## config.mk

```make
export PLATFORM = sky130hd
export DESIGN_NAME = vu_meter_ballistics
export DESIGN_NICKNAME = d
export VERILOG_FILES = /design/src/sv/vumb_pkg.sv /design/src/sv/vu_meter_ballistics.sv
export VERILOG_INCLUDE_DIRS = /design/src /design/src/sv
export SDC_FILE = /design/constraint.sdc
export NUM_CORES = 2
export LEC_CHECK = 0
export ABC_AREA = 1
export BUFFER_PORTS_ARGS = -buffer_cell sky130_fd_sc_hd__buf_2
export CORE_ASPECT_RATIO = 1.4
export CORE_MARGIN = 2
export CORE_UTILIZATION = 45
export DETAILED_ROUTE_END_ITERATION = 12
export GPL_TIMING_DRIVEN = 0
export PLACE_DENSITY = 0.67
export SLEW_MARGIN = 20
export SYNTH_ARGS = -nofsm -noshare
export SYNTH_HDL_FRONTEND = slang
export SYNTH_SLANG_ARGS = --single-unit
```

## constraint.sdc

```tcl
create_clock -name clock -period 11.4 [get_ports clock]
set_input_delay 1.71 -clock clock [delete_from_list [all_inputs] [get_ports clock]]
set_output_delay 1.71 -clock clock [all_outputs]
set_load 0.02 [all_outputs]
```

## src/sv/vu_meter_ballistics_macros.svh

```systemverilog
// Assertion macros for the VU meter ballistics block.
// Included by files that carry concurrent checks; no other dependencies.
`ifndef VU_METER_BALLISTICS_MACROS_SVH
`define VU_METER_BALLISTICS_MACROS_SVH

// Same-cycle implication, checked at every rising clock edge outside reset.
`define VUMB_ASSERT_NOW(label, clk, rst, ante, cons, msg) \
   label: assert property (@(posedge clk) disable iff (rst) (ante) |-> (cons)) \
      else $error(msg);

// Next-cycle implication, checked at every rising clock edge outside reset.
`define VUMB_ASSERT_NEXT(label, clk, rst, ante, cons, msg) \
   label: assert property (@(posedge clk) disable iff (rst) (ante) |=> (cons)) \
      else $error(msg);

`endif

```

## src/sv/vumb_pkg.sv

```systemverilog
// Shared types, defaults and register codes for the VU meter ballistics block.
// Holds the gamma table generator used at elaboration. No dependencies.
package vumb_pkg;

   // Default fixed-point fraction bits and elapsed-time clamp
   localparam int unsigned FRAC_BITS_DEF = 8;
   localparam int unsigned MAX_DT_MS_DEF = 80;

   // Configuration port
   localparam int unsigned CSR_INDEX_W = 1;
   localparam int unsigned CSR_DATA_W  = 5;
   localparam logic [CSR_INDEX_W-1:0] CSR_ATTACK_SPEED  = 1'b0;
   localparam logic [CSR_INDEX_W-1:0] CSR_RELEASE_SPEED = 1'b1;

   // Bits searched per gamma entry (covers 100 << 12)
   localparam int unsigned GAMMA_SEARCH_BITS = 20;

   // Input word
   typedef struct packed {
      logic [15:0] elapsed_ms;
      logic [7:0]  left_raw;
      logic [7:0]  right_raw;
      logic        playing;
   } req_word_type;

   // Result word
   typedef struct packed {
      logic [6:0] left_needle;
      logic [6:0] right_needle;
      logic [6:0] left_target;
      logic [6:0] right_target;
   } rsp_word_type;

   // Largest t with t^10 * 255^7 <= (100 << frac)^10 * x^7, i.e.
   // floor((100 << frac) * (x/255)^0.7). Only evaluated at elaboration.
   function automatic int unsigned gamma_entry(input int unsigned x,
                                               input int unsigned frac);
      logic [255:0] rhs;
      logic [255:0] lhs;
      int unsigned  full;
      int unsigned  t;
      int unsigned  cand;
      full = 100 << frac;
      rhs  = 256'd1;
      for (int i = 0; i < 10; i++) rhs = rhs * 256'(full);
      for (int i = 0; i < 7; i++) rhs = rhs * 256'(x);
      t = 0;
      for (int b = GAMMA_SEARCH_BITS - 1; b >= 0; b--) begin
         cand = t | (32'd1 << b);
         if (cand <= full) begin
            lhs = 256'd1;
            for (int i = 0; i < 10; i++) lhs = lhs * 256'(cand);
            for (int i = 0; i < 7; i++) lhs = lhs * 256'd255;
            if (lhs <= rhs) t = cand;
         end
      end
      return t;
   endfunction

endpackage

```

## src/sv/vu_meter_ballistics.sv

```systemverilog
// VU meter needle ballistics: gamma-mapped targets and attack/release slewing.
// Depends on vumb_pkg and vu_meter_ballistics_macros.svh.
//
// Usage:
//   req_* carries one word per tick: elapsed ms, two raw level bytes and a
//   playing flag. rsp_* returns one word per tick: rounded needle levels and
//   truncated targets, both in percent. csr_* writes the attack (index 0) and
//   release (index 1) speed settings; write only while the block is idle.
//   Pipeline: seven registers (input, rate product, whole quotient, scaled
//   remainder, fraction quotient, step assembly and the output register).
//   Throughput: one word per cycle while rsp_stall is low. The only
//   feedback is the needle level, updated by one add and compare in the
//   output stage for each word that enters it.
//   Reset: needle levels go to zero, both speeds to 10, pipeline empties.
//   Stall: when rsp_stall holds a valid result, the output stage holds and
//   earlier stages keep filling their bubbles; req_stall rises once all seven
//   stages carry words. A held result never changes.
`include "vu_meter_ballistics_macros.svh"

module vu_meter_ballistics #(
   parameter int unsigned FRAC_BITS = vumb_pkg::FRAC_BITS_DEF,
   parameter int unsigned MAX_DT_MS = vumb_pkg::MAX_DT_MS_DEF
) (
   input  logic                                clock,
   input  logic                                reset,
   // input channel
   input  logic                                req_valid,
   output logic                                req_stall,
   input  vumb_pkg::req_word_type              req_word,
   // result channel
   output logic                                rsp_valid,
   input  logic                                rsp_stall,
   output vumb_pkg::rsp_word_type              rsp_word,
   // configuration writes
   input  logic                                csr_write,
   input  logic [vumb_pkg::CSR_INDEX_W-1:0]    csr_index,
   input  logic [vumb_pkg::CSR_DATA_W-1:0]     csr_data
);
   import vumb_pkg::*;

   // ---------------------------------------------------------------
   // Constants and widths
   // ---------------------------------------------------------------
   localparam longint unsigned SPEED_MIN   = 1;
   localparam longint unsigned SPEED_MAX   = 20;
   localparam longint unsigned SPEED_RESET = 10;
   localparam longint unsigned ATTACK_BASE  = 220;
   localparam longint unsigned ATTACK_STEP  = 55;
   localparam longint unsigned RELEASE_BASE = 18;
   localparam longint unsigned RELEASE_STEP = 14;
   localparam longint unsigned MS_PER_S    = 1000;
   localparam longint unsigned HALF_MS     = 500;
   localparam longint unsigned NEEDLE_MAX  = 100;

   localparam longint unsigned FULL_SCALE = NEEDLE_MAX << FRAC_BITS;
   localparam longint unsigned ONE_UNIT   = 64'd1 << FRAC_BITS;
   localparam longint unsigned SNAP_LIMIT = ((64'd35 << FRAC_BITS) + 99) / 100;
   localparam int unsigned     LEVEL_W    = $clog2(FULL_SCALE + 1);
   localparam int unsigned     RND_W      = LEVEL_W + 1;

   localparam longint unsigned RATE_MAX = ATTACK_BASE + ATTACK_STEP * SPEED_MAX;
   localparam int unsigned     RATE_W   = $clog2(RATE_MAX + 1);
   localparam int unsigned     DT_W     = $clog2(MAX_DT_MS + 1);

   // rate * dt, and its whole-second part by reciprocal multiply
   localparam longint unsigned PROD_MAX  = RATE_MAX * MAX_DT_MS;
   localparam int unsigned     PROD_W    = $clog2(PROD_MAX + 1);
   localparam int unsigned     SHIFT1    = PROD_W + 10;
   localparam longint unsigned RECIP1    = ((64'd1 << SHIFT1) + MS_PER_S - 1) / MS_PER_S;
   localparam int unsigned     RECIP1_W  = $clog2(RECIP1 + 1);
   localparam int unsigned     MUL1_W    = PROD_W + RECIP1_W;
   localparam longint unsigned WHOLE_MAX = PROD_MAX / MS_PER_S;
   localparam int unsigned     WHOLE_W   = (WHOLE_MAX == 0) ? 1 : $clog2(WHOLE_MAX + 1);

   // remainder scaled by 2^FRAC_BITS plus half, divided again
   localparam int unsigned     REM_W     = 10;
   localparam longint unsigned NUM_MAX   = ((MS_PER_S - 1) << FRAC_BITS) + HALF_MS;
   localparam int unsigned     NUM_W     = $clog2(NUM_MAX + 1);
   localparam int unsigned     SHIFT2    = NUM_W + 10;
   localparam longint unsigned RECIP2    = ((64'd1 << SHIFT2) + MS_PER_S - 1) / MS_PER_S;
   localparam int unsigned     RECIP2_W  = $clog2(RECIP2 + 1);
   localparam int unsigned     MUL2_W    = NUM_W + RECIP2_W;
   localparam int unsigned     FQ_W      = FRAC_BITS + 1;

   localparam longint unsigned STEP_MAX = ((PROD_MAX << FRAC_BITS) + HALF_MS) / MS_PER_S;
   localparam int unsigned     STEP_W   = $clog2(STEP_MAX + 1);
   localparam int unsigned     SUM_W    = ((STEP_W > LEVEL_W) ? STEP_W : LEVEL_W) + 1;

   // pipeline stage positions
   localparam int unsigned NUM_STAGES = 7;
   localparam int unsigned ST_IN    = 0;
   localparam int unsigned ST_MUL   = 1;
   localparam int unsigned ST_RECIP = 2;
   localparam int unsigned ST_REM   = 3;
   localparam int unsigned ST_FRAC  = 4;
   localparam int unsigned ST_STEP  = 5;
   localparam int unsigned ST_OUT   = 6;

   // raw levels travelling alongside the step computation
   typedef struct packed {
      logic [7:0] left_raw;
      logic [7:0] right_raw;
      logic       playing;
   } level_src_type;

   // ---------------------------------------------------------------
   // Helpers
   // ---------------------------------------------------------------
   function automatic logic [RATE_W-1:0] speed_rate(input logic [CSR_DATA_W-1:0] speed,
                                                    input longint unsigned base,
                                                    input longint unsigned step);
      logic [CSR_DATA_W-1:0] s;
      s = speed;
      if (s < CSR_DATA_W'(SPEED_MIN)) s = CSR_DATA_W'(SPEED_MIN);
      if (s > CSR_DATA_W'(SPEED_MAX)) s = CSR_DATA_W'(SPEED_MAX);
      return RATE_W'(base) + RATE_W'(step) * RATE_W'(s);
   endfunction

   function automatic logic [LEVEL_W-1:0] move_level(input logic [LEVEL_W-1:0] level,
                                                     input logic [LEVEL_W-1:0] target,
                                                     input logic [STEP_W-1:0]  up,
                                                     input logic [STEP_W-1:0]  down);
      logic [SUM_W-1:0]   rise;
      logic [SUM_W-1:0]   gap;
      logic [LEVEL_W-1:0] next;
      rise = SUM_W'(level) + SUM_W'(up);
      gap  = SUM_W'(level - target);
      if (target >= level) begin
         next = (rise < SUM_W'(target)) ? LEVEL_W'(rise) : target;
      end else begin
         next = (gap > SUM_W'(down)) ? level - LEVEL_W'(down) : target;
      end
      // quiet channel: park the needle once it is nearly down
      if (target < LEVEL_W'(ONE_UNIT) && next < LEVEL_W'(SNAP_LIMIT)) next = '0;
      return next;
   endfunction

   function automatic logic [6:0] round_needle(input logic [LEVEL_W-1:0] level);
      logic [RND_W-1:0] r;
      r = (RND_W'(level) + RND_W'(ONE_UNIT >> 1)) >> FRAC_BITS;
      return (r > RND_W'(NEEDLE_MAX)) ? 7'(NEEDLE_MAX) : 7'(r);
   endfunction

   // ---------------------------------------------------------------
   // Gamma table, built at elaboration
   // ---------------------------------------------------------------
   logic [LEVEL_W-1:0] gamma_lut [256];

   for (genvar g = 0; g < 256; g++) begin : g_gamma
      localparam int unsigned ENTRY = gamma_entry(g, FRAC_BITS);
      assign gamma_lut[g] = LEVEL_W'(ENTRY);
   end

   // ---------------------------------------------------------------
   // Speed registers (stored as rates in percent per second)
   // ---------------------------------------------------------------
   logic [RATE_W-1:0] attack_rate_ff, attack_rate_in;
   logic [RATE_W-1:0] release_rate_ff, release_rate_in;

   always_comb begin
      attack_rate_in  = attack_rate_ff;
      release_rate_in = release_rate_ff;
      if (csr_write) begin
         unique case (csr_index)
            CSR_ATTACK_SPEED:  attack_rate_in  = speed_rate(csr_data, ATTACK_BASE,
                                                            ATTACK_STEP);
            CSR_RELEASE_SPEED: release_rate_in = speed_rate(csr_data, RELEASE_BASE,
                                                            RELEASE_STEP);
            default: ;
         endcase
      end
   end

   always_ff @(posedge clock) begin
      if (reset) begin
         attack_rate_ff  <= RATE_W'(ATTACK_BASE + ATTACK_STEP * SPEED_RESET);
         release_rate_ff <= RATE_W'(RELEASE_BASE + RELEASE_STEP * SPEED_RESET);
      end else begin
         attack_rate_ff  <= attack_rate_in;
         release_rate_ff <= release_rate_in;
      end
   end

   // ---------------------------------------------------------------
   // Pipeline flow control: a stage loads when empty or when it drains
   // ---------------------------------------------------------------
   logic [NUM_STAGES-1:0] stage_valid_ff, stage_valid_in;
   logic [NUM_STAGES-1:0] stage_load;

   assign stage_load[ST_OUT] = !stage_valid_ff[ST_OUT] || !rsp_stall;
   for (genvar k = 0; k < NUM_STAGES - 1; k++) begin : g_load
      assign stage_load[k] = !stage_valid_ff[k] || stage_load[k+1];
   end

   assign stage_valid_in = {stage_valid_ff[NUM_STAGES-2:0], req_valid};
   assign req_stall      = !stage_load[ST_IN];
   assign rsp_valid      = stage_valid_ff[ST_OUT];

   always_ff @(posedge clock) begin
      if (reset) begin
         stage_valid_ff <= '0;
      end else begin
         stage_valid_ff <= (stage_load & stage_valid_in) | (~stage_load & stage_valid_ff);
      end
   end

   // ---------------------------------------------------------------
   // Stage registers
   // ---------------------------------------------------------------
   logic [DT_W-1:0]    in_dt_ff, in_dt_in;
   level_src_type      in_src_ff;

   logic [PROD_W-1:0]  mul_up_ff, mul_up_in;
   logic [PROD_W-1:0]  mul_dn_ff, mul_dn_in;
   level_src_type      mul_src_ff;

   logic [PROD_W-1:0]  rcp_prod_up_ff, rcp_prod_dn_ff;
   logic [WHOLE_W-1:0] rcp_whole_up_ff, rcp_whole_up_in;
   logic [WHOLE_W-1:0] rcp_whole_dn_ff, rcp_whole_dn_in;
   level_src_type      rcp_src_ff;
   logic [MUL1_W-1:0]  rcp_mul_up, rcp_mul_dn;

   logic [WHOLE_W-1:0] rem_whole_up_ff, rem_whole_dn_ff;
   logic [NUM_W-1:0]   rem_num_up_ff, rem_num_up_in;
   logic [NUM_W-1:0]   rem_num_dn_ff, rem_num_dn_in;
   level_src_type      rem_src_ff;
   logic [REM_W-1:0]   rem_up, rem_dn;

   logic [WHOLE_W-1:0] frq_whole_up_ff, frq_whole_dn_ff;
   logic [FQ_W-1:0]    frq_up_ff, frq_up_in;
   logic [FQ_W-1:0]    frq_dn_ff, frq_dn_in;
   level_src_type      frq_src_ff;
   logic [MUL2_W-1:0]  frq_mul_up, frq_mul_dn;

   logic [STEP_W-1:0]  step_up_ff, step_up_in;
   logic [STEP_W-1:0]  step_dn_ff, step_dn_in;
   logic [LEVEL_W-1:0] step_left_tgt_ff, step_left_tgt_in;
   logic [LEVEL_W-1:0] step_right_tgt_ff, step_right_tgt_in;

   logic [LEVEL_W-1:0] left_level_ff, left_level_in;
   logic [LEVEL_W-1:0] right_level_ff, right_level_in;
   rsp_word_type       rsp_word_ff, rsp_word_in;

   // input stage: clamp elapsed time to 1..MAX_DT_MS
   always_comb begin
      priority if (req_word.elapsed_ms == '0) begin
         in_dt_in = DT_W'(1);
      end else if (req_word.elapsed_ms > 16'(MAX_DT_MS)) begin
         in_dt_in = DT_W'(MAX_DT_MS);
      end else begin
         in_dt_in = DT_W'(req_word.elapsed_ms);
      end
   end

   // rate times elapsed ms
   assign mul_up_in = PROD_W'(attack_rate_ff) * PROD_W'(in_dt_ff);
   assign mul_dn_in = PROD_W'(release_rate_ff) * PROD_W'(in_dt_ff);

   // whole part of product / 1000
   assign rcp_mul_up      = MUL1_W'(mul_up_ff) * MUL1_W'(RECIP1);
   assign rcp_mul_dn      = MUL1_W'(mul_dn_ff) * MUL1_W'(RECIP1);
   assign rcp_whole_up_in = WHOLE_W'(rcp_mul_up >> SHIFT1);
   assign rcp_whole_dn_in = WHOLE_W'(rcp_mul_dn >> SHIFT1);

   // remainder, scaled to fraction bits, plus half for rounding
   assign rem_up = REM_W'(rcp_prod_up_ff - PROD_W'(rcp_whole_up_ff) * PROD_W'(MS_PER_S));
   assign rem_dn = REM_W'(rcp_prod_dn_ff - PROD_W'(rcp_whole_dn_ff) * PROD_W'(MS_PER_S));
   assign rem_num_up_in = (NUM_W'(rem_up) << FRAC_BITS) + NUM_W'(HALF_MS);
   assign rem_num_dn_in = (NUM_W'(rem_dn) << FRAC_BITS) + NUM_W'(HALF_MS);

   // fractional part of the step: scaled remainder / 1000
   assign frq_mul_up = MUL2_W'(rem_num_up_ff) * MUL2_W'(RECIP2);
   assign frq_mul_dn = MUL2_W'(rem_num_dn_ff) * MUL2_W'(RECIP2);
   assign frq_up_in  = FQ_W'(frq_mul_up >> SHIFT2);
   assign frq_dn_in  = FQ_W'(frq_mul_dn >> SHIFT2);

   // step assembly and target lookup
   assign step_up_in = (STEP_W'(frq_whole_up_ff) << FRAC_BITS) + STEP_W'(frq_up_ff);
   assign step_dn_in = (STEP_W'(frq_whole_dn_ff) << FRAC_BITS) + STEP_W'(frq_dn_ff);
   assign step_left_tgt_in  = frq_src_ff.playing ? gamma_lut[frq_src_ff.left_raw] : '0;
   assign step_right_tgt_in = frq_src_ff.playing ? gamma_lut[frq_src_ff.right_raw] : '0;

   // output stage: slew the needles and format the result word
   always_comb begin
      left_level_in  = move_level(left_level_ff, step_left_tgt_ff, step_up_ff, step_dn_ff);
      right_level_in = move_level(right_level_ff, step_right_tgt_ff, step_up_ff, step_dn_ff);
      rsp_word_in.left_needle  = round_needle(left_level_in);
      rsp_word_in.right_needle = round_needle(right_level_in);
      rsp_word_in.left_target  = 7'(step_left_tgt_ff >> FRAC_BITS);
      rsp_word_in.right_target = 7'(step_right_tgt_ff >> FRAC_BITS);
   end

   // payload registers
   always_ff @(posedge clock) begin
      if (stage_load[ST_IN]) begin
         in_dt_ff  <= in_dt_in;
         in_src_ff <= '{left_raw: req_word.left_raw, right_raw: req_word.right_raw,
                        playing: req_word.playing};
      end
      if (stage_load[ST_MUL]) begin
         mul_up_ff  <= mul_up_in;
         mul_dn_ff  <= mul_dn_in;
         mul_src_ff <= in_src_ff;
      end
      if (stage_load[ST_RECIP]) begin
         rcp_prod_up_ff  <= mul_up_ff;
         rcp_prod_dn_ff  <= mul_dn_ff;
         rcp_whole_up_ff <= rcp_whole_up_in;
         rcp_whole_dn_ff <= rcp_whole_dn_in;
         rcp_src_ff      <= mul_src_ff;
      end
      if (stage_load[ST_REM]) begin
         rem_whole_up_ff <= rcp_whole_up_ff;
         rem_whole_dn_ff <= rcp_whole_dn_ff;
         rem_num_up_ff   <= rem_num_up_in;
         rem_num_dn_ff   <= rem_num_dn_in;
         rem_src_ff      <= rcp_src_ff;
      end
      if (stage_load[ST_FRAC]) begin
         frq_whole_up_ff <= rem_whole_up_ff;
         frq_whole_dn_ff <= rem_whole_dn_ff;
         frq_up_ff       <= frq_up_in;
         frq_dn_ff       <= frq_dn_in;
         frq_src_ff      <= rem_src_ff;
      end
      if (stage_load[ST_STEP]) begin
         step_up_ff        <= step_up_in;
         step_dn_ff        <= step_dn_in;
         step_left_tgt_ff  <= step_left_tgt_in;
         step_right_tgt_ff <= step_right_tgt_in;
      end
      if (stage_load[ST_OUT]) begin
         rsp_word_ff <= rsp_word_in;
      end
   end

   // needle state advances only with a real word entering the output stage
   always_ff @(posedge clock) begin
      if (reset) begin
         left_level_ff  <= '0;
         right_level_ff <= '0;
      end else if (stage_load[ST_OUT] && stage_valid_ff[ST_STEP]) begin
         left_level_ff  <= left_level_in;
         right_level_ff <= right_level_in;
      end
   end

   assign rsp_word = rsp_word_ff;

   // ---------------------------------------------------------------
   // Checks
   // ---------------------------------------------------------------
   logic                 levels_in_range;
   logic                 rsp_held;
   logic [2*LEVEL_W-1:0] needle_levels;
   logic                 step_valid;
   logic                 steps_nonzero;

   assign levels_in_range = left_level_ff <= LEVEL_W'(FULL_SCALE) &&
                            right_level_ff <= LEVEL_W'(FULL_SCALE);
   assign rsp_held        = rsp_valid && rsp_stall;
   assign needle_levels   = {left_level_ff, right_level_ff};
   assign step_valid      = stage_valid_ff[ST_STEP];
   assign steps_nonzero   = step_up_ff != '0 && step_dn_ff != '0;

   `VUMB_ASSERT_NOW(a_level_bound, clock, reset, 1'b1, levels_in_range, "level above full scale")
   `VUMB_ASSERT_NEXT(a_level_hold, clock, reset, rsp_held, $stable(needle_levels), "level moved")
   `VUMB_ASSERT_NOW(a_step_nonzero, clock, reset, step_valid, steps_nonzero, "zero slew step")

endmodule

```

Word-level counts from Yosys, hierarchy flattened. Memory sizes are Yosys's and may differ from the RTL's. A register that Yosys moved wholly into a read port is not among the register bits. Index checks and enable logic that the tools add are counted.

Output and inout port bits: 30. Bits in registers: 359. Memory bits (read-only): 7680. Memories: 2. Word-level logic and storage cells: 138. Input bits: 44.

Memories: (no name shown) (words 256, width 15, read ports 1, clocked after Yosys merged registers in 1, write ports 0, line vu_meter_ballistics.sv:281) `assign step_right_tgt_in = frq_src_ff.playing ? gamma_lut[frq_src_ff.right_raw] : '0;`; (no name shown) (words 256, width 15, read ports 1, clocked after Yosys merged registers in 1, write ports 0, line vu_meter_ballistics.sv:280) `assign step_left_tgt_in = frq_src_ff.playing ? gamma_lut[frq_src_ff.left_raw] : '0;`.

Multipliers: 10. Reductions and logical operators: 25. Add/subtract/negate cells: 16. Bitwise gates (word level): 7. Multiplexer cells: 20. Order comparisons: 16.

Operators with widths (number): $mux 15 (8); $mul 18x17->35 const B (2); $mul 17x17->33 const B (2); $mux 5 (11); $add 18x9->18 const B (2); $mul 11x7->17 (2); $add 15x15->16 (2); $add 15x8->16 const B (2); $gt 16x15->1 (2); $lt 16x15->1 (2); $sub 15x15->16 (2); $add 15x9->15 (2); $ge 15x15->1 (2); $lt 15x7->1 const B (2); $lt 15x9->1 const B (2); $sub 15x15->15 (2); $sub 10x10->10 (2); $not 8->9 (2); $gt 16x7->1 const B (1); $gt 8x7->1 const B (2); $logic_not 16->1 (1); $and 7x7->7 (2); $mul 7x3->7 const B (2); $add 8x11->11 const A (1); other kinds (14) (34).

Longest topological paths before layout.
Depth in word-level cells: 11. Depth in mapped cells: 33.

Worst setup path after synthesis. No wires, ideal clock.

Path kind: input port to output port. From: input rsp_stall. To: output req_stall. Path buffers: 0. Cell stages on the path: 12. Path slack: 1127 ps. Arrival: 8563 ps. Path through: nand2_1 > nor2_1 > inv_1 > nor2_1 > inv_1 > nor2_1 > inv_1 > nor2_1 > inv_1 > nor2_1 > inv_1 > nor2_1.

Cells in the longest elaborated chain, start to end: 9.

RTL lines: start: declaration (line vu_meter_ballistics.sv:32) `input logic rsp_stall,`; $logic_not 1->1 (line vu_meter_ballistics.sv:190) `assign stage_load[ST_OUT] = !stage_valid_ff[ST_OUT] || !rsp_stall;`; $logic_or 1x1->1 (line vu_meter_ballistics.sv:190); $logic_or 1x1->1 (line vu_meter_ballistics.sv:192) `assign stage_load[k] = !stage_valid_ff[k] || stage_load[k+1];`; net stage_load[5] (line vu_meter_ballistics.sv:188) `logic [NUM_STAGES-1:0] stage_load;`; $logic_or 1x1->1 (line vu_meter_ballistics.sv:192); net stage_load[4] (line vu_meter_ballistics.sv:188); $logic_or 1x1->1 (line vu_meter_ballistics.sv:192); net stage_load[3] (line vu_meter_ballistics.sv:188); $logic_or 1x1->1 (line vu_meter_ballistics.sv:192); net stage_load[2] (line vu_meter_ballistics.sv:188); $logic_or 1x1->1 (2 in series) (line vu_meter_ballistics.sv:192); $logic_not 1->1 (line vu_meter_ballistics.sv:196) `assign req_stall = !stage_load[ST_IN];`; end: declaration (line vu_meter_ballistics.sv:28) `output logic req_stall,`.

The timed path passes the listed nets, and every way through them passes these cells.

Worst setup path after layout.
From: input rsp_stall. To: output req_stall.

Cells in the longest elaborated chain, start to end: 9.

RTL lines (line): $logic_not 1->1 (vu_meter_ballistics.sv:190); $logic_or 1x1->1 (vu_meter_ballistics.sv:190); net stage_load[6] (vu_meter_ballistics.sv:188); $logic_or 1x1->1 (vu_meter_ballistics.sv:192); net stage_load[5] (vu_meter_ballistics.sv:188); $logic_or 1x1->1 (vu_meter_ballistics.sv:192); net stage_load[4] (vu_meter_ballistics.sv:188); $logic_or 1x1->1 (vu_meter_ballistics.sv:192); net stage_load[3] (vu_meter_ballistics.sv:188); $logic_or 1x1->1 (vu_meter_ballistics.sv:192); net stage_load[2] (vu_meter_ballistics.sv:188); $logic_or 1x1->1 (2 in series) (vu_meter_ballistics.sv:192); $logic_not 1->1 (vu_meter_ballistics.sv:196).

The timed path passes the listed nets, and every way through them passes these cells.

==> impl_metrics.toml <==
[synthesis]
syn_inst = 5401
yosysTopAreaCell = "ha_1"
ys_seq_elements = 368
synth_area_sq_um = 43600
synth.avg_cell_area_sq_um = 8.07
seq_area_frac_synth_pct = 24.0
yosysWarnings = 0
async_flop_share_pct = 0
synthTopCellsByArea = "ha_1 22%, edfxtp_1 21%, fa_1 11%"
netlist-cell-type-count = 73
synth_ff_type = "edfxtp_1"
synth_top_area_share_pct = 21.6
synth_nets = 6429
synth_edf_count = 311

[clocking]
cts.sinks = 368
cts_buffers = 44
path_clk_slew_ps = 60
htreeDepth = 2
cts_tree = "built"
clock_latency_ps = 610
cts_hold_buf = 0
cts_root_buffer = "clkbuf_16"
clockBufferDepth = 3
postCtsSetupBuffers = 0
ctsResizeCount = 0

[routing]
dr.pass1.iters = 8
vias = 38700
routed.top_layer = "met5"
drt-met1-wl_mm = 58.3
wl_per_cell_um = 22.8
wl_met3_mm = 8.71
dr_wl_met2_mm = 79.0
vias_per_cell = 5.65
routed_wl_mm = 156
final_antenna_net_count = 0
drc_errors = 0
drtIter0Drc = 2922

[setup_path]
crit_path_start_kind = "input pin"
r2r_cells = 16
critPathCapture = "req_stall"
reg2reg_slack_ps = 5790
rr_endpoint = "in_src_ff[16]"
crit_fanout = 52
cp_num_cells = 17
cp_slowest_cell = "nand2_2"
path_cells = "buf_2, nand2_2, nor2_1, inv_4, nor2_1, inv_2, buf_16, nor2_1, inv_2, buf_12, nor2_1, inv_2, buf_12, nor2_1, inv_4, nor2_1, buf_2"
slowest_delay_ps = 560
critical_path.top_delay_family = "buffers and inverters"
cp_common_cell = "nor2_1"
crit_buf_inv = 10
required_ps = 9690
arrival_ps = 6370
end_kind = "output pin"
worstSetupPathType = "input pin to output pin"
critical_path.startpoint = "rsp_stall"

[floorplanning]
rows = 135
die_y_um = 372
dieWidth_um = 267
core_area_sq_um = 96400
initial_core_util_pct = 45.2
dieArea_sq_um = 99500
num_io_pins = 74

[timing]
slew_headroom_pct = 18.4
drv_slew = 0
period_share_pct = 70.9
tightest_slew_ps = 1220
final.setup.tns_ps = 0
max_freq_mhz = 124
hold_viol_final = 0
fin_skew_ps = 40.2
setup_violations = 0
rsz0062_at_grt = "no"
layout_min_cycle_time_ps = 8080

[power]
p_leak_nw = 24.2
peakVddDrop_v = 0.000328
p_per_area_nw_per_um2 = 317
total_power_mw = 14.9

[grt]
track_usage_pct = 31.6
antenna_found_initial = 3
grt_pass1_wl_mm = 235
grt-ovfl-total = 0
grt_max_degree = 53
grt_pass1_vias = 39000

[worst_hold_path]
hold_path.class = "register to register"

[place]
port_buffers = 71
place_congestion = 1.08
dpl.hpwl_mm = 126

[cells_and_area]
drive_above_1_share_pct = 4.75
area_growth_pct = 8.08
final_nets = 6550

[run]
maxCapViolCount = 0

[status]
status = "complete, no violations"
power breakdown:
| part | switching [mW] | internal [mW] | leakage (nW) |
|---|---|---|---|
| registers | 0.375 | 1.99 | 3.86 |
| clock network | 0.611 | 0.812 | 0.694 |
| logic | 6.76 | 4.38 | 19.6 |
| total | 7.74 | 7.18 | 24.2 |
worst reg2reg max path, stage by stage, from the launching register on:
cell     delay, ps
dfxtp_1        310
nand2_2        570
nor2_1         170
inv_4          390
nor2_1         130
inv_2          450
buf_16         250
nor2_1          70
inv_2          440
buf_12         260
nor2_1          80
inv_2          460
buf_12         280
nor2_1         100
inv_4          520
nor2_1         180
inv_2          550
cells in the final DEF (no fill, tap or decap), drive strengths merged, types with 5 or more instances in the layout:
cell type  Yosys  routed
o221ai        13      13
a22oi          6       6
nand3        261     261
o2111ai       14      14
a31oi         33      33
nand2        997     997
o31ai         10      10
edfxtp       311     311
o21bai        17      17
ha           752     752
o21a           6       6
dfxtp         57      57
a311oi         6       6
o41ai          5       5
a211oi        23      23
buf           19      94
o21ai        295     295
clkbuf       118     168
a21boi         5       5
or2            7       7
nor2         381     381
o311ai        16      16
a21oi        403     403
clkinv        10      27
a21o          23      23
o211ai        62      62
xor2         114     114
nor4          10      10
xnor2         61      61
a221oi        11      11
nand4         44      44
nor3          34      34
inv          988     993
fa           232     232
o22ai         17      17
and2           5       5
cells by family (layout without fill, tap and decap cells):
kind of cell             count (synthesis)  after routing  share of synthesized area (%)
flip-flops                             368            368                           24.0
other                                    0              1                              0
multiplexers                             4              4                         0.0918
adder cells (fa/ha/maj)                984            984                           32.2
AO/OA/AOI/OAI                          985            985                           13.3
AND/OR/NAND/NOR                       1750           1750                           16.9
XOR/XNOR                               175            175                           3.51
buffers and inverters                 1135           1290                           9.95
cell type report:
class                   instances  area (sq um)
diodes                          1          2.50
clock inverters                30           317
well taps                    1301          1630
flip-flops and latches        368         10500
repair buffers                 75           443
clock buffers                  50          1120
plain buffers                 137           594
multi-input cells            3898         28800
fillers                      9488         49300
inverters                     998          3750
metal layers:
metal | vias to the layer above | global-route usage [%]
li1 | 18300 | -
met1 | 18600 | 34.7
met2 | 1413 | 57.4
met3 | 484 | 4.88
met4 | 2 | 18.3
met5 | - | 0
through the flow:
step	std cells	utilization, %	hold slack (ps)	setup slack (ps)	area [sq um]
2_1_floorplan	5401	-	400	1130	43600
3_3_place_gp	6773	47.3	400	-2080	45600
3_5_place_dp	6777	47.4	405	3170	45700
4_1_cts	6857	48.9	391	3180	47100
5_1_grt	6858	48.9	416	2780	47100
6_report	6858	48.9	389	3320	47100
flip-flops by register name (all words and copies together), names as in the netlist, 9 cells and up, named ones only:
signal,flops
rsp_word,28
rem_num_dn_ff,9
rcp_prod_up_ff,10
release_rate_ff,9
mul_up_ff,17
rem_num_up_ff,10
step_right_tgt_ff,15
rem_src_ff,17
frq_dn_ff,9
left_level_ff,15
frq_up_ff,9
in_src_ff,17
step_left_tgt_ff,15
attack_rate_ff,11
step_dn_ff,15
right_level_ff,15
rcp_src_ff,17
mul_dn_ff,16
step_up_ff,15
mul_src_ff,17
frq_src_ff,17
rcp_prod_dn_ff,9
cell usage after synthesis (13+ instances only):
cell / n
o221ai_1: 13
a21o_1: 23
a31oi_1: 33
dfxtp_1: 57
a21oi_1: 392
nand2_1: 962
edfxtp_1: 311
o211ai_1: 62
o311ai_0: 16
fa_1: 232
o21bai_1: 17
nand4_1: 42
xnor2_1: 61
ha_1: 752
nand3_1: 252
nor3_1: 33
xor2_1: 114
o21ai_0: 281
inv_1: 980
nand2_2: 30
o22ai_1: 17
nor2_1: 375
a211oi_1: 23
clkbuf_1: 107
o2111ai_1: 14
worst min-delay path by stage:
stage | startpoint | slack, ps | to | cells past startpoint
finish | frq_dn_ff[0] | 390 | step_dn_ff[0] | 0
floorplan | rem_src_ff[0] | 400 | frq_src_ff[0] | 0
global placement | rcp_src_ff[12] | 400 | rem_src_ff[12] | 0
global route | rcp_src_ff[6] | 420 | rem_src_ff[6] | 0
detailed placement | rem_whole_dn_ff[4] | 400 | frq_whole_dn_ff[4] | 0
CTS | frq_dn_ff[0] | 390 | step_dn_ff[0] | 0
Note: power is estimated with default switching activity, not from simulation.
